[src/rtl/core/mpwa_ram.sv]
// generic single write port ram with registered read
// no dependencies

module mpwa_ram #(
   parameter int WIDTH = 8,
   parameter int DEPTH = 16
) (
   input  logic                     clock,
   input  logic                     wr_en,
   input  logic [$clog2(DEPTH)-1:0] wr_addr,
   input  logic [WIDTH-1:0]         wr_data,
   input  logic                     rd_en,
   input  logic [$clog2(DEPTH)-1:0] rd_addr,
   output logic [WIDTH-1:0]         rd_data
);

   logic [WIDTH-1:0] mem_ff [DEPTH];
   logic [WIDTH-1:0] rd_data_ff;

   always_ff @(posedge clock) begin
      if (wr_en) begin
         mem_ff[wr_addr] <= wr_data;
      end
      if (rd_en) begin
         rd_data_ff <= mem_ff[rd_addr];
      end
   end

   assign rd_data = rd_data_ff;

endmodule

[config.mk]
export PLATFORM = sky130hd
export DESIGN_NAME = mpwa_ram
export DESIGN_NICKNAME = d
export VERILOG_FILES = /design/src/rtl/core/mpwa_ram.sv
export SDC_FILE = /design/constraint.sdc
export NUM_CORES = 1
export LEC_CHECK = 0
export ABC_AREA = 1
export ABC_CLOCK_PERIOD_IN_PS = 1300
export BUFFER_PORTS_ARGS = -buffer_cell sky130_fd_sc_hd__buf_4
export CAP_MARGIN = 20
export CORE_AREA = 5 5 177 94
export DETAILED_ROUTE_END_ITERATION = 8
export DIE_AREA = 0 0 182 99
export GPL_TIMING_DRIVEN = 0
export PLACE_DENSITY_LB_ADDON = 0.15
export SLEW_MARGIN = 25
export SYNTH_ARGS = -nofsm -noshare
export SYNTH_HDL_FRONTEND = slang
export SYNTH_SLANG_ARGS = --single-unit
[constraint.sdc]
create_clock -name clock -period 1.3 [get_ports clock]
set_input_delay 0.065 -clock clock [delete_from_list [all_inputs] [get_ports clock]]
set_output_delay 0.065 -clock clock [all_outputs]
set_load 0.01 [all_outputs]
==> results of run 1 <==
## cell usage in the layout, fill, tap and decap left out, drive strengths merged, types with 2 or more instances in the layout
master	n
clkinv	7
nand3	97
bufinv	4
nor2	17
nand3b	2
inv	102
edfxtp	136
nand2	173
buf	47
clkbuf	20
## power groups by stage
| stage | combinational, uW | sequential, uW | clock (uW) |
|---|---|---|---|
| final | 715 | 4960 | 5040 |
| after global routing | 772 | 4970 | 5310 |
| after CTS | 705 | 4960 | 5070 |
| after detailed placement | 700 | 5060 | 0 |
| after global placement | 690 | 5050 | 0 |
| after floorplan | 346 | 5060 | 0 |
## stage by stage
stage          total power (uW)  util, %
5_1_grt                   11100     46.3
6_report                  10700     46.3
2_1_floorplan              5410        -
4_1_cts                   10700     46.2
3_5_place_dp               5760     42.0
3_3_place_gp               5740     42.0
## final cells by class
type / count / share of cell area [%]
plain buffers: 24 / 2.41
clock buffers: 20 / 6.32
clock inverters: 12 / 2.55
inverters: 102 / 5.54
multi-input cells: 289 / 17.7
flip-flops and latches: 136 / 59.1
well taps: 204 / 3.69
repair buffers: 24 / 2.64
## what timing repair did
item,4_1_cts,5_1_grt
setup endpoints to repair,0,2
hold endpoints to repair,8,0
hold buffers,1,0
gates resized for setup,0,2
## routing by layer
metal	vias up	part of all wire, %	GRT usage (%)
li1	1868	-	-
met1	1898	53	30.3
met2	176	37	21.9
met3	14	9.7	4.98
met4	0	0.75	3.92
met5	-	0	0
## logic make-up after synthesis
group,count (synthesis),share of synthesized area [%]
buf+inv,126,9.39
simple gates,289,20.8
flops,136,69.8
## flip-flops by register name, indices dropped and copies added, names as in the netlist
| register | count |
|---|---|
| mem_ff | 128 |
| rd_data | 8 |
## path summary, 6_finish.rpt
path	start	end	slack, ns	cells after the start
hold reg to reg	mem_ff[13][5]	rd_data[5]	0.78	6
hold / removal	wr_data[1]	mem_ff[7][1]	0.003	1
setup / recovery	mem_ff[7][0]	rd_data[0]	0.06	6
setup reg to reg	mem_ff[7][0]	rd_data[0]	0.06	6
==> flow_summary.json, run 1 <==
{
  "cts_setup_buffers": 0,
  "synthCells": 551,
  "rsz0062_at_grt": "no",
  "power_density_nw_per_um2": 1550,
  "cts_tree": "built",
  "route.detailed.drc": 0,
  "synthTopCellsByCount": "nand2_1, edfxtp_1, inv_1",
  "cts-buffers-inserted": 17,
  "synth_ff_type": "edfxtp_1",
  "seqCellArea_sq_um": 4080,
  "worstPathArrival_ns": 1.39,
  "insertion_delay_ns": 0.41,
  "detail_route.iter0.violations": 457,
  "initial_core_util_pct": 39.2,
  "grt_start_max_net_pins": 17,
  "swShare_pct": 22.0,
  "holdCritPathClass": "input port to flop",
  "yosys.area.top_type_share_pct": 69.8,
  "fin_crit_sh_pct": 95.5,
  "drive_above_1_share_pct": 12.9,
  "ir_drop_mv": 0.853,
  "grt_pass1_vias": 3586,
  "yosysMostFrequentCell": "nand2_1",
  "ant_nets": 0,
  "netlist_top_cells_area": "edfxtp_1, nand2_1, nand3_1",
  "fin_crit_ns": 1.24,
  "syn_avg_cell_area_sq_um": 10.6,
  "p_int_uw": 8360,
  "endpoint_kind": "flop",
  "ys_ff_latch": 136,
  "yosysSeqAreaShare_pct": 69.8,
  "whs_ns": 0.00319,
  "drtPass1Iterations": 5,
  "finalClockSkew_ns": 0.00719,
  "path_class": "flop to flop",
  "fillers": 1390,
  "vias_per_cell": 4.88,
  "wl_mm": 15.9,
  "grt_usage_pct": 17.9,
  "routedWlPerCell_microns": 19.6,
  "cp_max_fo": 1,
  "required_ns": 1.45,
  "die_w_microns": 182,
  "areaGrowthSynthToFinish_pct": 18.1,
  "overflow": 0,
  "cp_slowest_cell": "edfxtp_1",
  "startpoint_type": "flop",
  "clock-sinks": 136,
  "drv_cap": 0,
  "synth_cell_types": 11,
  "synth_area_leader_cell": "edfxtp_1",
  "clk_pin_slew_ns": 0.06,
  "synth_edf_count": 136,
  "worst_path_largest_cell_delay_ns": 0.36,
  "ios": 27,
  "dp_hpwl_mm": 11.1,
  "synth.yosys.warnings": 0,
  "die_y_microns": 99,
  "slew_headroom_pct": 36.7,
  "diodes": 0,
  "layout.cells.non_filler": 811,
  "htree_levels": 4,
  "hold_viol": 0,
  "cp_num_buf_inv": 1,
  "nets": 613,
  "fin_ws_ns": 0.0589,
  "multi_input_area_sq_um": 1220,
  "p_leak_uw": 0.00295,
  "io_buffers": 23,
  "pwr-share-seq_pct": 46.3,
  "p_clk_share_pct": 47.0,
  "maxSlewViolCount": 0,
  "root_buffer": "clkbuf_16",
  "p_sw_uw": 2360,
  "placed_area_sq_um": 6270,
  "path_common_cell": "nand3_1",
  "timing.setup.tns_ns": 0,
  "clk_path_buf_depth": 2,
  "globalplace.congestion": 0.904,
  "num_vias": 3956,
  "critPathTopFamily": "simple AND/OR/NAND/NOR gates",
  "core_area_sq_um": 14900,
  "design_area_sq_um": 6910,
  "worst_pin_slew_ns": 0.947,
  "async_reset_ff_share_pct": 0,
  "path_cells": "inv_1 -> nand2_1 -> nand3_1 -> nand3_1 -> nand3_1 -> nand2_1",
  "place_inst": 778,
  "antenna_found_initial": 0,
  "syn_nets": 570,
  "run_status": "finished, final reports clean",
  "die_area_sq_um": 18000,
  "max_freq_mhz": 806,
  "synth_area_sq_um": 5850,
  "final-setup-viol-count": 0,
  "rows": 32,
  "dpl_worst_slack_ns": -0.274,
  "grt_pass1_wl_mm": 23.2,
  "comb_power_share_pct": 6.7
}
Note: power is estimated with default switching activity, not from simulation.
==> inputs of run 2 (changes only) <==
Settings changed: ABC_CLOCK_PERIOD_IN_PS 1300 to 1600.
Clock period 1.3 ns to 1.6 ns, I/O delays scaled along.
==> run 2 against run 1 <==
Net effect: count of clock-buffer cells in the layout unchanged; critical path depth stayed put; worst setup slack better by 0.28 ns; fmax is 1.9% lower; hold slack better by 0.016 ns; sequential power decreased by 19%; register-to-register slack better by 0.28 ns; largest cell class unchanged; power is 19% lower; die area unchanged.
==> flow_summary.json, run 2 (same netlist as run 1, synthesis figures left out) <==
{
  "htree_levels": 4,
  "nets": 613,
  "power_uw": 8700,
  "antenna_found_initial": 0,
  "rsz0062_at_grt": "no",
  "final-setup-viol-count": 0,
  "hold_start": "wr_data[1]",
  "drive_above_1_share_pct": 12.5,
  "cts_tree": "built",
  "drv_cap": 0,
  "routedWlPerCell_microns": 19.5,
  "globalplace.congestion": 0.904,
  "worst_pin_slew_ns": 0.946,
  "ios": 27,
  "seqCellArea_sq_um": 4080,
  "p_leak_uw": 0.00295,
  "grt_usage_pct": 17.9,
  "die_y_microns": 99,
  "largest_reg_flops": 128,
  "holdCritPathClass": "input port to flop",
  "core_area_sq_um": 14900,
  "areaGrowthSynthToFinish_pct": 18.0,
  "clk_path_buf_depth": 2,
  "placed_area_sq_um": 6270,
  "rows": 32,
  "fin_ws_ns": 0.335,
  "multi_input_area_sq_um": 1210,
  "die_area_sq_um": 18000,
  "r2r_start": "mem_ff[6][3]",
  "required_ns": 1.74,
  "layout_common_cells": "nand2_1, edfxtp_1, inv_1, nand3_1, buf_4",
  "insertion_delay_ns": 0.41,
  "maxSlewViolCount": 0,
  "clock-sinks": 136,
  "grt_start_max_net_pins": 17,
  "route.detailed.drc": 0,
  "slew_headroom_pct": 36.7,
  "dpl_worst_slack_ns": 0.0105,
  "drtPass1Iterations": 5,
  "dp_hpwl_mm": 11.1,
  "max_freq_mhz": 790,
  "design_area_sq_um": 6900,
  "ant_nets": 0,
  "vias_per_cell": 4.89,
  "clk_pin_slew_ns": 0.06,
  "io_buffers": 23,
  "largest-register": "mem_ff",
  "timing.setup.tns_ns": 0,
  "highest_layer": "met4",
  "hold_depth": 1,
  "grt_pass1_wl_mm": 23.2,
  "startpoint_type": "flop",
  "run_status": "finished, final reports clean",
  "num_vias": 3967,
  "path_class": "flop to flop",
  "layout_commonest_cell": "nand2_1",
  "grt_pass1_vias": 3586,
  "fin_crit_ns": 1.27,
  "worstPathArrival_ns": 1.41,
  "cts_setup_buffers": 0,
  "overflow": 0,
  "power_density_nw_per_um2": 1260,
  "r2r-end": "rd_data[3]",
  "diodes": 0,
  "cts-buffers-inserted": 17,
  "initial_core_util_pct": 39.2,
  "min_to": "mem_ff[7][1]",
  "fin_crit_sh_pct": 79.1,
  "hold_viol": 0,
  "detail_route.iter0.violations": 435,
  "fillers": 1390,
  "wl_mm": 15.8,
  "wirelength_met1_mm": 8.39,
  "rrSetupSlack_ns": 0.33,
  "cp_max_fo": 1,
  "dr_wl_met3_mm": 1.49,
  "root_buffer": "clkbuf_16",
  "die_w_microns": 182,
  "wl_met2_mm": 5.84,
  "finalClockSkew_ns": 0.00773,
  "endpoint_kind": "flop",
  "rr_worst_depth": 6,
  "ir_drop_mv": 0.694
}
run 2: cell types whose count changed in the layout (fill, tap and decap cells not counted):
cell and change:
nand3_1 +2, nand3_2 -2
run 2: what timing repair did:
action	CTS	global route
hold endpoints to repair	8	0
hold buffers	1	0
resized for setup	0	0
run 2: metrics by stage:
step | hold slack, ns | std cells | util [%]
after floorplan | 0.179 | 551 | -
after global placement | 0.395 | 778 | 42.0
after detailed placement | 0.398 | 778 | 42.0
after CTS | 0.0179 | 811 | 46.2
after global routing | 0.0237 | 811 | 46.2
final | 0.0195 | 811 | 46.2
run 2: routing by layer:
metal | global-route usage (%) | vias up
met3 | 4.98 | 10
met5 | 0 | -
met1 | 30.3 | 1910
li1 | - | 1870
met4 | 3.92 | 0
met2 | 21.9 | 177
run 2: worst max-delay path by stage:
stage	slack, ns	end	startpoint
2_1_floorplan	0.57	mem_ff[10][0]	wr_addr[2]
3_3_place_gp	0.05	mem_ff[8][7]	wr_addr[2]
3_5_place_dp	0.01	mem_ff[8][0]	wr_addr[2]
4_1_cts	0.36	rd_data[3]	mem_ff[6][3]
5_1_grt	0.23	rd_data[3]	mem_ff[7][3]
6_report	0.33	rd_data[3]	mem_ff[6][3]
run 2: critical path, stage by stage, from the launching register on:
cell      delay [ns]
edfxtp_1        0.36
inv_1           0.06
nand2_1         0.05
nand3_1         0.18
nand3_1         0.13
nand3_1         0.11
nand2_1         0.10
run 2: power breakdown:
| group | switching (uW) | internal (uW) | total, uW |
|---|---|---|---|
| Combinational | 407 | 171 | 578 |
| Clock | 1480 | 2610 | 4090 |
| Sequential | 18.8 | 4010 | 4030 |
run 2: area by class of cell:
type	instances	area share (%)
timing repair buffer	24	2.65
sequential	136	59.2
inverter	102	5.55
tap	204	3.70
clock buffer	20	6.33
buffer	24	2.41
clock inverter	12	2.56
multi-input combinational	289	17.6
==> inputs of run 3 (changes only) <==
Settings changed: ABC_CLOCK_PERIOD_IN_PS 1600 to 1100.
Clock period 1.6 ns to 1.1 ns, I/O delays scaled along.
==> run 3 against run 2 <==
Net effect: count of clock-buffer cells in the layout unchanged; sequential power increased by 46%; die area unchanged; clock power up 46%; wire length rose by 1.3%; global-route usage grew 0.22 points; register-to-register slack lost 0.38 ns; combinational power is 59% higher; the run now ends with hold timing, setup timing left; power is 47% higher; cell area rose by 3.6%; clock skew hardly changed.
==> flow_summary.json, run 3 (same netlist as run 1, synthesis figures left out) <==
{
  "worst_path_largest_cell_delay_ns": 0.37,
  "root_buffer": "clkbuf_16",
  "rsz0062_at_grt": "yes",
  "p_leak_uw": 0.00302,
  "ant_nets": 0,
  "nets": 614,
  "diodes": 0,
  "num_vias": 3966,
  "required_ns": 1.25,
  "fin_crit_ns": 1.14,
  "power_density_nw_per_um2": 1780,
  "grt_pass1_vias": 3688,
  "clock-sinks": 136,
  "initial_core_util_pct": 39.2,
  "holdCritPathClass": "input port to flop",
  "utilization_pct": 47.8,
  "areaGrowthSynthToFinish_pct": 22.2,
  "drv_cap": 0,
  "path_cells": "inv_1 -> nand2_1 -> nand3_2 -> nand3_2 -> nand3_1 -> nand2_1",
  "layout_commonest_cell": "nand2_1",
  "ios": 27,
  "whs_ns": -0.00899,
  "startpoint_type": "flop",
  "vias_per_cell": 4.88,
  "clk_path_buf_depth": 2,
  "htree_levels": 4,
  "fillers": 1358,
  "grt_pass1_wl_mm": 23.5,
  "hold_start": "wr_data[1]",
  "path_class": "flop to flop",
  "cts_setup_buffers": 0,
  "endpoint_kind": "flop",
  "worstPathArrival_ns": 1.30,
  "drive_above_1_share_pct": 21.5,
  "io_buffers": 23,
  "crit_start": "mem_ff[15][6]",
  "clk_pin_slew_ns": 0.06,
  "hold_viol": 6,
  "grt_start_max_net_pins": 17,
  "insertion_delay_ns": 0.41,
  "ir_drop_mv": 1.02,
  "cp_max_fo": 1,
  "core_area_sq_um": 14900,
  "die_w_microns": 182,
  "rows": 32,
  "max_freq_mhz": 874,
  "cp_slowest_cell": "edfxtp_1",
  "grt_usage_pct": 18.2,
  "largest_reg_flops": 128,
  "die_y_microns": 99,
  "slew_headroom_pct": 47.1,
  "r2r_start": "mem_ff[15][6]",
  "route.detailed.drc": 0,
  "drtPass1Iterations": 7,
  "final-setup-viol-count": 6,
  "die_area_sq_um": 18000,
  "maxSlewViolCount": 0,
  "worst_pin_slew_ns": 0.790,
  "place_inst": 778,
  "dp_hpwl_mm": 11.1,
  "violations": "hold timing, setup timing",
  "wl_mm": 16.0,
  "fin_crit_sh_pct": 104,
  "run_status": "complete, but fails checks",
  "cts-buffers-inserted": 17,
  "antenna_found_initial": 0,
  "finalClockSkew_ns": 0.00728,
  "globalplace.congestion": 0.904,
  "largest-register": "mem_ff",
  "layout_common_cells": "nand2_1, edfxtp_1, inv_1, nand3_1, nand3_2",
  "cts_tree": "built",
  "layout.cells.non_filler": 812,
  "detail_route.iter0.violations": 446,
  "routedWlPerCell_microns": 19.7,
  "overflow": 0,
  "fin_ws_ns": -0.0436
}
[run 3: worst max-delay path, delay by kind of cell, from the launching register on]
kind          cells  cell delay, ns
buf+inv           1            0.06
simple gates      5            0.46
flops             1            0.37
[run 3: through the flow]
step	TNS (ns)	setup slack [ns]	cell area [sq um]	power [uW]
2_1_floorplan	0	0.0942	5850	6390
3_3_place_gp	-40.79	-0.427	6270	6790
3_5_place_dp	-44.50	-0.464	6270	6800
4_1_cts	-0.216	-0.0307	7040	12700
5_1_grt	-0.543	-0.0940	7150	13100
6_report	-0.194	-0.0436	7150	12800
[run 3: cell type report]
type	instances	area (sq um)	share of cell area, %
timing repair buffer	25	193	2.70
buffer	24	166	2.33
tap	204	255	3.57
sequential	136	4080	57.2
clock inverter	12	176	2.47
multi-input combinational	289	1450	20.3
inverter	102	383	5.36
clock buffer	20	437	6.11
[run 3: worst paths after layout]
kind,end,slack [ns],cells past startpoint
worst max-delay path,rd_data[6],-0.04,6
worst min-delay path,mem_ff[7][1],-0.009,1
worst max register to register,rd_data[6],-0.04,6
worst min register to register,rd_data[2],0.78,6
[run 3: timing repair]
action                                  CTS  global route
gates resized for setup                  33            25
hold endpoints to repair                 21             0
pin swaps                                 5             9
hold buffers                              2             0
endpoints found under the setup margin   24            16
[run 3: per-layer routing]
layer	global-route usage (%)	routed length (microns)	vias up
li1	-	-	1868
met1	30.4	8420	1917
met2	22.5	5980	164
met3	5.13	1470	17
met4	3.86	140	0
met5	0	0	-
[run 3: where the power goes]
group	switching (uW)	leakage (uW)	internal, uW	total (uW)
clock	2170	0.000296	3790	5960
sequential	27.4	0.00124	5840	5870
combinational	641	0.00149	281	921
