**config.mk**
```make
export PLATFORM = sky130hd
export DESIGN_NAME = mpwa_pos
export DESIGN_NICKNAME = d
export VERILOG_FILES = /design/src/rtl/core/mpwa_pkg.sv /design/src/rtl/core/mpwa_pos.sv
export SDC_FILE = /design/constraint.sdc
export NUM_CORES = 1
export LEC_CHECK = 0
export ABC_AREA = 1
export ABC_CLOCK_PERIOD_IN_PS = 5300
export BUFFER_PORTS_ARGS = -buffer_cell sky130_fd_sc_hd__buf_2
export CORE_MARGIN = 1
export CORE_UTILIZATION = 55
export CTS_BUF_LIST = sky130_fd_sc_hd__clkbuf_2
export DETAILED_ROUTE_END_ITERATION = 16
export HOLD_SLACK_MARGIN = 0.15
export PLACE_DENSITY = 0.75
export SLEW_MARGIN = 20
export SYNTH_ARGS = -nofsm -noshare
export SYNTH_HDL_FRONTEND = slang
export SYNTH_SLANG_ARGS = --single-unit
```
**constraint.sdc**
```tcl
create_clock -name clock -period 5.3 [get_ports clock]
set_clock_uncertainty 0.05 [all_clocks]
set_input_delay 0 -clock clock [delete_from_list [all_inputs] [get_ports clock]]
set_output_delay 0 -clock clock [all_outputs]
set_load 0.005 [all_outputs]
```
**src/rtl/core/mpwa_pkg.sv**
```systemverilog
// shared types, constants and helpers for the max pool window argmax block
// no dependencies

package mpwa_pkg;

   localparam int MAX_IMAGE_WIDTH = 1024;
   localparam int MAX_POOL        = 8;
   localparam int SAMPLE_BITS     = 16;

   localparam int DIM_W   = 11;
   localparam int COL_W   = $clog2(MAX_IMAGE_WIDTH);
   localparam int POOL_W  = 4;
   localparam int OFS_W   = $clog2(MAX_POOL);
   localparam int VALUE_W = SAMPLE_BITS - 1;
   localparam int ARG_W   = 2 * OFS_W + 1;
   localparam int ENTRY_W = VALUE_W + ARG_W;

   localparam int RSP_FIELDS_W = VALUE_W + 2 * COL_W + 2 * OFS_W;
   localparam int RSP_DATA_W   = ((RSP_FIELDS_W + 7) / 8) * 8;

   localparam int CSR_INDEX_W = 8;

   typedef enum logic [CSR_INDEX_W-1:0] {
      CSR_IMAGE_WIDTH  = 8'd0,
      CSR_IMAGE_HEIGHT = 8'd1,
      CSR_POOL_WIDTH   = 8'd2,
      CSR_POOL_HEIGHT  = 8'd3
   } csr_index_type;

   localparam logic [DIM_W-1:0]  RESET_IMAGE_DIM = DIM_W'(28);
   localparam logic [POOL_W-1:0] RESET_POOL_DIM  = POOL_W'(2);

   typedef struct packed {
      logic [DIM_W-1:0]  img_w;
      logic [DIM_W-1:0]  img_h;
      logic [POOL_W-1:0] pool_w;
      logic [POOL_W-1:0] pool_h;
   } cfg_type;

   typedef struct packed {
      logic [COL_W-1:0] oc;
      logic [COL_W-1:0] orow;
      logic [OFS_W-1:0] fw;
      logic [OFS_W-1:0] fh;
      logic             in_win;
      logic             first;
      logic             last;
      logic             frame_last;
   } pos_type;

   typedef struct packed {
      logic             positive;
      logic [OFS_W-1:0] row;
      logic [OFS_W-1:0] col;
   } arg_type;

   typedef struct packed {
      arg_type            arg;
      logic [VALUE_W-1:0] max;
   } entry_type;

   function automatic logic [DIM_W-1:0] clamp_dim(input logic [DIM_W-1:0] v);
      logic [DIM_W-1:0] r;
      if (v == '0) begin
         r = DIM_W'(1);
      end else if (v > DIM_W'(MAX_IMAGE_WIDTH)) begin
         r = DIM_W'(MAX_IMAGE_WIDTH);
      end else begin
         r = v;
      end
      return r;
   endfunction

   function automatic logic [POOL_W-1:0] clamp_pool(input logic [POOL_W-1:0] v);
      logic [POOL_W-1:0] r;
      if (v == '0) begin
         r = POOL_W'(1);
      end else if (v > POOL_W'(MAX_POOL)) begin
         r = POOL_W'(MAX_POOL);
      end else begin
         r = v;
      end
      return r;
   endfunction

endpackage

```
**src/rtl/core/mpwa_pos.sv**
```systemverilog
// frame and window position tracker: sample position, window offsets, output position
// depends on mpwa_pkg

module mpwa_pos
   import mpwa_pkg::*;
(
   input  logic    clock,
   input  logic    reset,
   input  cfg_type cfg,
   input  logic    advance,
   input  logic    restart,
   output pos_type pos
);

   logic [COL_W-1:0] col_ff, col_in;
   logic [COL_W-1:0] row_ff, row_in;
   logic [OFS_W-1:0] fw_ff, fw_in;
   logic [OFS_W-1:0] fh_ff, fh_in;
   logic [COL_W-1:0] oc_ff, oc_in;
   logic [COL_W-1:0] orow_ff, orow_in;
   logic [COL_W-1:0] ws_ff, ws_in;
   logic [COL_W-1:0] rs_ff, rs_in;

   logic [DIM_W:0]  ws_end, rs_end, ws_next_end, rs_next_end;
   logic [DIM_W-1:0] col_inc, row_inc;
   logic [POOL_W-1:0] fw_inc, fh_inc;
   logic row_end, frame_end, fw_wrap, fh_wrap;

   always_comb begin
      ws_end      = (DIM_W+1)'(ws_ff) + (DIM_W+1)'(cfg.pool_w);
      rs_end      = (DIM_W+1)'(rs_ff) + (DIM_W+1)'(cfg.pool_h);
      ws_next_end = ws_end + (DIM_W+1)'(cfg.pool_w);
      rs_next_end = rs_end + (DIM_W+1)'(cfg.pool_h);
      col_inc     = DIM_W'(col_ff) + DIM_W'(1);
      row_inc     = DIM_W'(row_ff) + DIM_W'(1);
      fw_inc      = POOL_W'(fw_ff) + POOL_W'(1);
      fh_inc      = POOL_W'(fh_ff) + POOL_W'(1);
      row_end     = col_inc >= cfg.img_w;
      frame_end   = row_inc >= cfg.img_h;
      fw_wrap     = fw_inc >= cfg.pool_w;
      fh_wrap     = fh_inc >= cfg.pool_h;

      pos.oc         = oc_ff;
      pos.orow       = orow_ff;
      pos.fw         = fw_ff;
      pos.fh         = fh_ff;
      pos.in_win     = (ws_end <= (DIM_W+1)'(cfg.img_w)) && (rs_end <= (DIM_W+1)'(cfg.img_h));
      pos.first      = (fw_ff == '0) && (fh_ff == '0);
      pos.last       = fw_wrap && fh_wrap;
      pos.frame_last = (ws_next_end > (DIM_W+1)'(cfg.img_w))
                       && (rs_next_end > (DIM_W+1)'(cfg.img_h));
   end

   always_comb begin
      col_in  = col_ff;
      row_in  = row_ff;
      fw_in   = fw_ff;
      fh_in   = fh_ff;
      oc_in   = oc_ff;
      orow_in = orow_ff;
      ws_in   = ws_ff;
      rs_in   = rs_ff;
      priority if (restart) begin
         col_in  = '0;
         row_in  = '0;
         fw_in   = '0;
         fh_in   = '0;
         oc_in   = '0;
         orow_in = '0;
         ws_in   = '0;
         rs_in   = '0;
      end else if (advance) begin
         if (row_end) begin
            col_in = '0;
            fw_in  = '0;
            oc_in  = '0;
            ws_in  = '0;
            if (frame_end) begin
               row_in  = '0;
               fh_in   = '0;
               orow_in = '0;
               rs_in   = '0;
            end else begin
               row_in = row_inc[COL_W-1:0];
               if (fh_wrap) begin
                  fh_in   = '0;
                  orow_in = orow_ff + COL_W'(1);
                  rs_in   = row_inc[COL_W-1:0];
               end else begin
                  fh_in = fh_inc[OFS_W-1:0];
               end
            end
         end else begin
            col_in = col_inc[COL_W-1:0];
            if (fw_wrap) begin
               fw_in = '0;
               oc_in = oc_ff + COL_W'(1);
               ws_in = col_inc[COL_W-1:0];
            end else begin
               fw_in = fw_inc[OFS_W-1:0];
            end
         end
      end
   end

   always_ff @(posedge clock) begin
      if (reset) begin
         col_ff  <= '0;
         row_ff  <= '0;
         fw_ff   <= '0;
         fh_ff   <= '0;
         oc_ff   <= '0;
         orow_ff <= '0;
         ws_ff   <= '0;
         rs_ff   <= '0;
      end else begin
         col_ff  <= col_in;
         row_ff  <= row_in;
         fw_ff   <= fw_in;
         fh_ff   <= fh_in;
         oc_ff   <= oc_in;
         orow_ff <= orow_in;
         ws_ff   <= ws_in;
         rs_ff   <= rs_in;
      end
   end

endmodule
```
==> impl_metrics.py, run 1 <==
metrics = {
    "logic_synthesis": {
        "yosys-top-cells-count": "236 x nand2_1, 130 x inv_1, 99 x nor2_1",
        "ys_seq_area_share_pct": 19.7,
        "synthTopCellsByArea": "dfxtp_1 20%, ha_1 18%, nand2_1 13%, inv_1 7.3%, nand3_1 5.7%",
        "synthCells": 985,
        "ys_types": 47,
        "yosysWarnings": 0,
        "syn_avg_cell_area_um2": 6.82,
        "netlist.area_leader.share_pct": 19.7,
        "yosys.area.top_type": "dfxtp_1",
        "synth.most_common_cell": "nand2_1",
        "syn-num-nets": 1121,
        "synth-seq-cells": 66,
        "synth_area_um2": 6720,
        "synth_edf_count": 0,
        "synth_ff_type": "dfxtp_1",
        "async_flop_share_pct": 0,
    },
    "critical_path": {
        "critPathArrivalTime_ns": 3.98,
        "r2r_start": "col_ff[0]",
        "worstSetupEndpointType": "primary output",
        "critical_path_class": "register to primary output",
        "r2r-end": "rs_ff[1]",
        "regToRegSetupSlack_ns": 1.61,
        "cp_max_fo": 4,
        "required_ns": 5.25,
        "rr_worst_depth": 19,
        "cp-startpoint": "rs_ff[0]",
        "start_kind": "register",
    },
    "sta": {
        "period_share_pct": 76.0,
        "slew_violations": 0,
        "period_needed_ns": 4.03,
        "hold_viol": 0,
        "slew_headroom_pct": 46.5,
        "setup_violations": 0,
        "setup_tns_ns": 0,
        "fmaxAchievable_ghz": 0.248,
        "rsz0062_at_grt": "no",
        "setup_slack_ns": 1.27,
        "worst-slew-pin-transition_ns": 0.800,
    },
    "route": {
        "drtIter0Drc": 362,
        "first_pass_iters": 5,
        "wire_per_inst_um": 13.1,
        "vias": 6346,
        "wl_met2_um": 7690,
        "post-route-drc-count": 0,
        "route.met3.wl_um": 523,
        "drt_wl_total_um": 15600,
        "maxUsedRoutingLayer": "met4",
        "ant_nets": 0,
        "wl_met1_um": 7060,
        "via_per_inst": 5.32,
    },
    "placement": {
        "port_buffers": 63,
        "place_congestion": 0.876,
        "hpwl_um": 12500,
        "dpl_worst_slack_ns": 1.70,
    },
    "layout": {
        "multiInputGateArea_um2": 4730,
        "finalNetCount": 1180,
        "drive_gt1_share_pct": 13.4,
        "diodes": 0,
        "nFillCells": 1132,
        "regArea_um2": 1320,
        "area_growth_pct": 7.84,
    },
    "die": {
        "die_h_um": 113,
        "die_area_um2": 12700,
        "row_count": 39,
        "core_um2": 11700,
        "start_util_pct": 57.6,
        "ios": 64,
        "chipWidth_um": 113,
    },
    "power": {
        "p_per_area_nw_per_um2": 146,
        "ir_worst_vdd_mv": 0.102,
        "p_leak_uw": 0.00365,
    },
    "clock_network": {
        "postCtsSetupRepairBufs": 0,
        "clk_pin_slew_ns": 0.18,
        "cts.sinks": 66,
        "clockBufferDepth": 2,
        "clkLatencyLatePin_ns": 0.57,
        "cts_tree": "built",
        "cts_inserted_buffers": 9,
        "clockRootBuffer": "clkbuf_2",
        "cts_max_level": 3,
    },
    "global_routing": {
        "grt_pass1_wl_um": 27500,
        "grt_pass1_vias": 6148,
        "grt_util_all_layers_pct": 26.6,
        "antenna_found_initial": 0,
        "grt_max_degree": 32,
        "overflow": 0,
    },
    "run": {
        "cap_violations": 0,
    },
    "status": {
        "status": "completed",
    },
    "min_path": {
        "min_to": "oc_ff[2]",
        "min_path_cells": 10,
        "hp-start": "cfg[29]",
        "holdCritPathClass": "input pin to register",
    },
}
[critical path: stages, from the launching register on]
cell and delay (ns):
dfxtp_1 0.40, ha_1 0.23, inv_1 0.07, fa_1 0.40, xnor2_1 0.23, ha_1 0.31
nand2_1 0.08, nor2_1 0.04, a211oi_1 0.30, nor2_1 0.10, nand3_1 0.16, nor2_1 0.06
a21o_1 0.16, ha_1 0.27, inv_1 0.04, nor2_1 0.17, nand3_1 0.10, nand3_1 0.08
nand2_1 0.05, nor2_1 0.07, buf_2 0.11
[power breakdown]
part	switching (µW)	internal (µW)	leakage, µW
clock	194	155	0.0000793
combinational	131	77.1	0.00304
sequential	2.72	499	0.000532
total	328	731	0.00365
[registers in the layout, summed over array words and instances, names as in the netlist]
signal and flops:
col_ff 10, oc_ff 10, orow_ff 10, row_ff 10, rs_ff 10, ws_ff 10
fh_ff 3, fw_ff 3
[logic make-up after synthesis]
group	Yosys count	synth area share, %
AO/OA/AOI/OAI	117	10.4
XOR/XNOR	50	6.91
AND/OR/NAND/NOR	494	33.7
buffers and inverters	156	9.87
flip-flops	66	19.7
adder cells (fa/ha/maj)	102	19.4
[layout by cell type, fill, tap and decap left out, types with 4 or more instances in the layout]
master / n
ha_1: 98
nand3b_1: 7
nand3_2: 12
nor2_2: 5
fa_1: 4
a21oi_1: 53
nand3_1: 76
xor2_1: 34
dlygate4sd3_1: 4
o21ai_0: 24
nor2_1: 98
nor3_1: 15
clkbuf_2: 10
dfxtp_1: 66
inv_1: 130
o21ai_1: 4
nand4_1: 18
nand2_1: 236
nand2_2: 9
nor2_4: 4
a31oi_1: 4
a21oi_2: 14
o21ai_2: 5
xnor2_1: 14
buf_2: 63
[what timing repair did]
action / 4_1_cts / 5_1_grt
endpoints found under the hold margin: 52 / 0
hold buffers: 4 / 0
resized for setup: 0 / 0
[through the flow]
step | hold slack (ns) | utilization (%) | power [µW] | cell area (µm²) | instances
2_1_floorplan | 0.192 | - | 663 | 6720 | 985
5_1_grt | 0.262 | 62.1 | 1120 | 7240 | 1192
3_3_place_gp | 0.383 | 60.6 | 717 | 7070 | 1172
6_report | 0.228 | 62.1 | 1060 | 7240 | 1192
3_5_place_dp | 0.384 | 60.6 | 720 | 7070 | 1172
4_1_cts | 0.219 | 62.1 | 1060 | 7240 | 1192
[routing by layer]
| metal | track usage [%] | vias up |
|---|---|---|
| met3 | 4.70 | 33 |
| met4 | 9.07 | 0 |
| met1 | 32.4 | 2861 |
| met2 | 47.1 | 123 |
| met5 | 0 | - |
| li1 | - | 3329 |
[area by class of cell]
class / instances / area share, %
clock buffers: 10 / 0.691
multi-input cells: 763 / 65.4
flip-flops and latches: 66 / 18.2
well taps: 143 / 2.47
inverters: 135 / 7.00
clock inverters: 6 / 1.12
repair buffers: 69 / 5.11
[how the worst max path moves through the flow]
stage                     endpoint  slack, ns
after floorplan             pos[0]       2.26
after global placement    rs_ff[1]       1.82
after detailed placement  rs_ff[1]       1.70
after CTS                   pos[0]       1.22
after global routing        pos[0]       0.85
final                       pos[0]       1.27
Note: power is estimated with default switching activity, not from simulation.
==> run 2, diff against run 1 <==
--- a/config.mk
+++ b/config.mk
@@ -6,14 +6,14 @@
 export NUM_CORES = 1
 export LEC_CHECK = 0
 export ABC_AREA = 1
-export ABC_CLOCK_PERIOD_IN_PS = 5300
+export ABC_CLOCK_PERIOD_IN_PS = 3300
 export BUFFER_PORTS_ARGS = -buffer_cell sky130_fd_sc_hd__buf_2
 export CORE_MARGIN = 1
 export CORE_UTILIZATION = 55
 export CTS_BUF_LIST = sky130_fd_sc_hd__clkbuf_2
 export DETAILED_ROUTE_END_ITERATION = 16
 export HOLD_SLACK_MARGIN = 0.15
-export PLACE_DENSITY = 0.75
+export PLACE_DENSITY = 0.78
 export SLEW_MARGIN = 20
 export SYNTH_ARGS = -nofsm -noshare
 export SYNTH_HDL_FRONTEND = slang
==> constraint.sdc (replaced) <==
create_clock -name clock -period 3.3 [get_ports clock]
set_clock_uncertainty 0.05 [all_clocks]
set_input_delay 0 -clock clock [delete_from_list [all_inputs] [get_ports clock]]
set_output_delay 0 -clock clock [all_outputs]
set_load 0.005 [all_outputs]
==> run 2 against run 1 <==
The flow now finishes with violations (negative setup slack). Routed wire length rose by 5.6%. Hold slack improved by 0.026 ns. Sequential power rose by 61%. Utilization rose by 4.9 points. Clock-buffer cell count rose by 1. Via count rose by 2.1%. Critical path depth rose by 3. Clock power rose by 84%. Cell count rose by 2.7%. First-iteration DRC count rose by 7.5%.
==> impl_metrics.py, run 2 (synthesis gave the netlist of run 1 again) <==
metrics = {
    "status": {
        "status": "finished, violations left",
        "violations": "negative setup slack",
    },
    "sta": {
        "period_share_pct": 112,
        "period_needed_ns": 3.69,
        "fmaxAchievable_ghz": 0.271,
        "slew_violations": 0,
        "setup_violations": 2,
        "rsz0062_at_grt": "yes",
        "hold_viol": 0,
        "slew_headroom_pct": 68.4,
        "setup_slack_ns": -0.386,
        "worst-slew-pin-transition_ns": 0.473,
    },
    "power": {
        "combPwrFrac_pct": 21.5,
        "ir_worst_vdd_mv": 0.230,
        "seq_power_share_pct": 43.7,
        "finalPower_uw": 1840,
        "clock_power_share_pct": 34.8,
        "p_per_area_nw_per_um2": 236,
        "switching_share_pct": 29.9,
        "power.net_switching_uw": 551,
        "p_leak_uw": 0.00386,
        "p_int_uw": 1290,
    },
    "clock_network": {
        "cts_tree": "built",
        "cts_max_level": 3,
        "cts.sinks": 66,
        "clk_pin_slew_ns": 0.19,
        "cts_inserted_buffers": 9,
        "clockBufferDepth": 2,
        "clockRootBuffer": "clkbuf_2",
        "clkLatencyLatePin_ns": 0.52,
    },
    "die": {
        "die_area_um2": 12700,
        "core_um2": 11700,
        "ios": 64,
        "row_count": 39,
        "die_h_um": 113,
        "start_util_pct": 57.6,
        "chipWidth_um": 113,
    },
    "min_path": {
        "min_path_cells": 10,
        "min_to": "oc_ff[2]",
        "hp-start": "cfg[28]",
        "holdCritPathClass": "input pin to register",
    },
    "route": {
        "post-route-drc-count": 0,
        "via_per_inst": 5.29,
        "wire_per_inst_um": 13.5,
        "drtIter0Drc": 389,
        "vias": 6481,
        "first_pass_iters": 5,
        "drt_wl_total_um": 16500,
        "ant_nets": 0,
    },
    "run": {
        "cap_violations": 0,
    },
    "global_routing": {
        "grt_pass1_wl_um": 27100,
        "use_met2_pct": 47.8,
        "antenna_found_initial": 0,
        "grt_max_degree": 32,
        "grt_util_all_layers_pct": 26.3,
        "busiest_layer": "met2",
        "grt_use_met1_pct": 32.1,
        "use_met3_pct": 3.67,
        "overflow": 0,
        "grt_pass1_vias": 5900,
    },
    "critical_path": {
        "worstSetupEndpointType": "primary output",
        "rr_worst_depth": 19,
        "cp_max_fo": 6,
        "r2r_start": "row_ff[2]",
        "crit_path_frequent_cell": "nand2_1",
        "critPathArrivalTime_ns": 3.64,
        "critical_path_class": "register to primary output",
        "crit_buf_inv": 4,
        "critical_path.cell_chain": "ha_4 > nand2_1 > o21ai_2 > xor2_2 > ha_1 > a21oi_2 > and2_4 > inv_1 > nand2_1 > nor2_2 > buf_4 > nand2_1 > nand2_1 > nand2_1 > inv_1 > ha_1 > nand2_1 > nor2_2 > nand3_1 > nand3_2 > nand2_2 > nor2_1 > buf_2",
        "cp_slowest_stage_delay_ns": 0.37,
        "start_kind": "register",
        "crit_family": "simple AND/OR/NAND/NOR gates",
        "r2r-end": "rs_ff[3]",
        "crit_slowest_cell": "dfxtp_2",
        "regToRegSetupSlack_ns": 0.28,
        "required_ns": 3.25,
        "path_depth": 23,
    },
    "layout": {
        "final_cell_mix": "230 x nand2_1, 125 x inv_1, 92 x nor2_1, 91 x ha_1, 70 x nand3_1",
        "diodes": 0,
        "area_growth_pct": 16.3,
        "drive_gt1_share_pct": 20.8,
        "fin_cells": 1224,
        "final_common_cell": "nand2_1",
        "finalNetCount": 1212,
    },
    "placement": {
        "hpwl_um": 12300,
        "dp.cells": 1185,
        "place_congestion": 0.863,
        "port_buffers": 63,
    },
}
==> run 2: repair_timing <==
action | 4_1_cts | 5_1_grt
endpoints found under the hold margin | 53 | 0
setup endpoints to repair | 2 | 19
gates resized for setup | 26 | 46
pin swaps | 15 | 35
setup buffers | 9 | 11
gates cloned | 0 | 1
hold buffers | 4 | 0
==> run 2: routing by layer <==
layer	wire, µm	share of wire, %
met5	0	0
met4	357	2.2
met1	7230	44
met3	544	3.3
met2	8330	51
==> run 2: worst min-delay path, cell delays in order <==
cell and delay (ns):
buf_2 0.09, inv_1 0.12, ha_1 0.16, nand2_1 0.05
nand2_1 0.06, a21oi_2 0.04, nand3_2 0.08, nor2_4 0.07
nand4_1 0.07, a21oi_1 0.06
==> run 2: worst max path at each step <==
stage / from / to / slack [ns]
final: ws_ff[2] / pos[0] / -0.39
after global routing: ws_ff[2] / pos[0] / -0.63
after CTS: ws_ff[0] / pos[0] / -0.42
after detailed placement: ws_ff[0] / pos[0] / 0.0005
after global placement: ws_ff[0] / pos[0] / 0.07
after floorplan: rs_ff[0] / pos[0] / 0.26
==> run 2: cell type report <==
cell class / count / area (µm²)
inverters: 135 / 515
repair inverters: 1 / 7.51
well taps: 143 / 179
clock inverters: 5 / 103
multi-input cells: 763 / 5010
fillers: 1010 / 3850
repair buffers: 100 / 614
clock buffers: 11 / 55.1
flip-flops and latches: 66 / 1330
==> run 2: power by group through the flow <==
stage / combinational, µW / sequential, µW / clock, µW
6_report: 397 / 806 / 641
5_1_grt: 448 / 807 / 682
2_1_floorplan: 243 / 821 / 0
3_3_place_gp: 337 / 822 / 0
4_1_cts: 365 / 806 / 650
3_5_place_dp: 344 / 822 / 0
==> run 2: through the flow <==
step | util (%) | cell area, µm² | hold slack, ns | TNS [ns] | setup slack, ns
2_1_floorplan | - | 6720 | 0.192 | 0 | 0.262
3_3_place_gp | 61.5 | 7170 | 0.375 | 0 | 0.0707
4_1_cts | 64.7 | 7550 | 0.233 | -0.416 | -0.416
5_1_grt | 67.0 | 7810 | 0.319 | -0.856 | -0.625
6_report | 67.0 | 7810 | 0.253 | -0.390 | -0.386
3_5_place_dp | 61.5 | 7170 | 0.381 | 0 | 0.000480
==> run 3, diff against run 2 <==
--- a/config.mk
+++ b/config.mk
@@ -8,6 +8,7 @@
 export ABC_AREA = 1
 export ABC_CLOCK_PERIOD_IN_PS = 3300
 export BUFFER_PORTS_ARGS = -buffer_cell sky130_fd_sc_hd__buf_2
+export CORE_ASPECT_RATIO = 1.4
 export CORE_MARGIN = 1
 export CORE_UTILIZATION = 55
 export CTS_BUF_LIST = sky130_fd_sc_hd__clkbuf_2
==> run 3 against run 2 <==
The flow still finishes with violations (negative setup slack). Cell count rose by 0.57%. Register-to-register slack improved by 0.03 ns. Flip-flop and latch count did not move. Hold slack got worse by 0.031 ns. Global-route usage rose by 1.2 points. Routed wire length rose by 7.4%. Largest cell class unchanged. Largest power group unchanged.
==> impl_metrics.py, run 3 (synthesis gave the netlist of run 1 again) <==
metrics = {
    "clock_network": {
        "clk_pin_slew_ns": 0.19,
        "cts_inserted_buffers": 9,
        "cts_max_level": 3,
        "cts.sinks": 66,
        "clockRootBuffer": "clkbuf_2",
        "clkLatencyLatePin_ns": 0.53,
        "clockBufferDepth": 2,
        "cts_tree": "built",
    },
    "critical_path": {
        "worstSetupEndpointType": "primary output",
        "cp_max_fo": 4,
        "r2r-end": "rs_ff[9]",
        "rr_worst_depth": 19,
        "start_kind": "register",
        "regToRegSetupSlack_ns": 0.31,
        "cp_slowest_stage_delay_ns": 0.39,
        "crit_buf_inv": 3,
        "critical_path_class": "register to primary output",
        "crit_slowest_cell": "dfxtp_2",
        "critPathArrivalTime_ns": 3.76,
        "critical_path.cell_chain": "ha_4 > inv_2 > fa_2 > xnor2_4 > ha_4 > a21oi_2 > nand2_2 > a21o_1 > nand2_2 > nor2_2 > nand2_1 > nor2_1 > nand3_1 > nand2_2 > ha_4 > nand2_1 > nor2_2 > buf_4 > nand3_1 > nand2_1 > nor2_1 > buf_2",
        "r2r_start": "row_ff[2]",
        "required_ns": 3.25,
        "crit_family": "adder cells",
    },
    "layout": {
        "final_cell_mix": "226 x nand2_1, 125 x inv_1, 92 x nor2_1, 87 x ha_1, 70 x nand3_1",
        "finalNetCount": 1215,
        "fin_cells": 1231,
        "multiInputGateArea_um2": 5080,
        "area_growth_pct": 17.9,
        "nFillCells": 1038,
        "diodes": 0,
        "regArea_um2": 1330,
        "final_common_cell": "nand2_1",
        "fin_util_pct": 66.7,
        "drive_gt1_share_pct": 22.0,
    },
    "placement": {
        "hpwl_um": 13000,
        "port_buffers": 63,
        "dp.cells": 1190,
        "place_congestion": 0.840,
    },
    "power": {
        "p_leak_uw": 0.00389,
        "seq_power_share_pct": 41.2,
        "power.net_switching_uw": 586,
        "switching_share_pct": 29.9,
        "p_int_uw": 1370,
        "p_per_area_nw_per_um2": 247,
        "ir_worst_vdd_mv": 0.182,
        "clock_power_share_pct": 37.2,
        "combPwrFrac_pct": 21.6,
    },
    "sta": {
        "fmaxAchievable_ghz": 0.262,
        "slew_violations": 0,
        "period_needed_ns": 3.81,
        "setup_tns_ns": -0.515,
        "rsz0062_at_grt": "yes",
        "period_share_pct": 116,
        "slew_headroom_pct": 66.6,
        "setup_slack_ns": -0.514,
        "hold_viol": 0,
        "setup_violations": 2,
        "worst-slew-pin-transition_ns": 0.501,
    },
    "status": {
        "status": "finished, violations left",
        "violations": "negative setup slack",
    },
    "min_path": {
        "min_to": "fh_ff[2]",
        "hp-start": "cfg[0]",
        "min_path_cells": 9,
        "holdCritPathClass": "input pin to register",
    },
    "die": {
        "die_area_um2": 12700,
        "row_count": 47,
        "core_um2": 11900,
        "die_h_um": 133,
        "start_util_pct": 56.5,
        "ios": 64,
        "chipWidth_um": 95.4,
    },
    "global_routing": {
        "antenna_found_initial": 0,
        "overflow": 0,
        "grt_pass1_vias": 6073,
        "grt_util_all_layers_pct": 27.5,
        "grt_pass1_wl_um": 27600,
        "grt_max_degree": 32,
    },
    "route": {
        "via_per_inst": 5.45,
        "drtIter0Drc": 240,
        "wire_per_inst_um": 14.4,
        "vias": 6704,
        "drt_wl_total_um": 17700,
        "post-route-drc-count": 0,
        "ant_nets": 0,
        "first_pass_iters": 9,
    },
    "run": {
        "cap_violations": 0,
    },
}
[run 3: changes by cell type in the layout (fill, tap and decap cells not counted), moves of 3 or more]
cell,before,now
buf_6,3,0
buf_4,30,37
ha_1,91,87
nand2_1,230,226
ha_4,7,10
nand2_2,12,15
[run 3: worst min-delay path, delay by kind of cell]
kind / cells / cell delay [ns]
AND/OR/NAND/NOR: 5 / 0.36
adder cells (fa/ha/maj): 1 / 0.14
AO/OA/AOI/OAI: 1 / 0.04
buffers and inverters: 2 / 0.22
[run 3: metal layers]
layer	track usage (%)	up-vias	share of wire, %
li1	-	3405	-
met4	12.4	0	4.0
met5	0	-	0
met2	50.8	147	54
met1	30.5	3095	39
met3	3.22	57	3.4
[run 3: worst max-delay path by stage]
stage / start / to / slack [ns] / cells after the start
2_1_floorplan: rs_ff[0] / pos[0] / 0.26 / 19
3_3_place_gp: ws_ff[0] / pos[0] / 0.08 / 21
3_5_place_dp: ws_ff[0] / pos[0] / 0.009 / 22
4_1_cts: ws_ff[0] / pos[0] / -0.39 / 21
5_1_grt: ws_ff[0] / pos[0] / -0.71 / 22
6_report: ws_ff[0] / pos[0] / -0.51 / 22
[run 3: cell type report]
class / instances / share of cell area (%)
Clock buffer: 9 / 0.569
Timing Repair Buffer: 103 / 7.87
Multi-Input combinational cell: 763 / 64.1
Timing Repair inverter: 1 / 0.0948
Clock inverter: 7 / 1.77
Inverter: 135 / 6.45
Sequential cell: 66 / 16.8
Tap cell: 147 / 2.32
[run 3: power by group through the flow]
| stage | registers (µW) | logic [µW] | clock network, µW |
|---|---|---|---|
| after CTS | 807 | 383 | 737 |
| after global placement | 822 | 339 | 0 |
| after global routing | 808 | 465 | 772 |
| final | 807 | 423 | 728 |
| after floorplan | 821 | 243 | 0 |
| after detailed placement | 822 | 347 | 0 |
[run 3: per-stage QoR]
step / power (µW) / hold WS [ns] / setup slack, ns / instance area (µm²)
5_1_grt: 2050 / 0.245 / -0.711 / 7920
4_1_cts: 1930 / 0.199 / -0.390 / 7650
3_5_place_dp: 1170 / 0.379 / 0.00878 / 7180
3_3_place_gp: 1160 / 0.374 / 0.0764 / 7180
2_1_floorplan: 1060 / 0.192 / 0.262 / 6720
6_report: 1960 / 0.223 / -0.514 / 7920
[run 3: repair_timing]
action,4_1_cts,5_1_grt
cloned,0,1
pin swaps,31,29
hold buffers,3,0
resized for setup,32,45
endpoints found under the hold margin,51,0
setup buffers,16,5
setup endpoints to repair,2,14
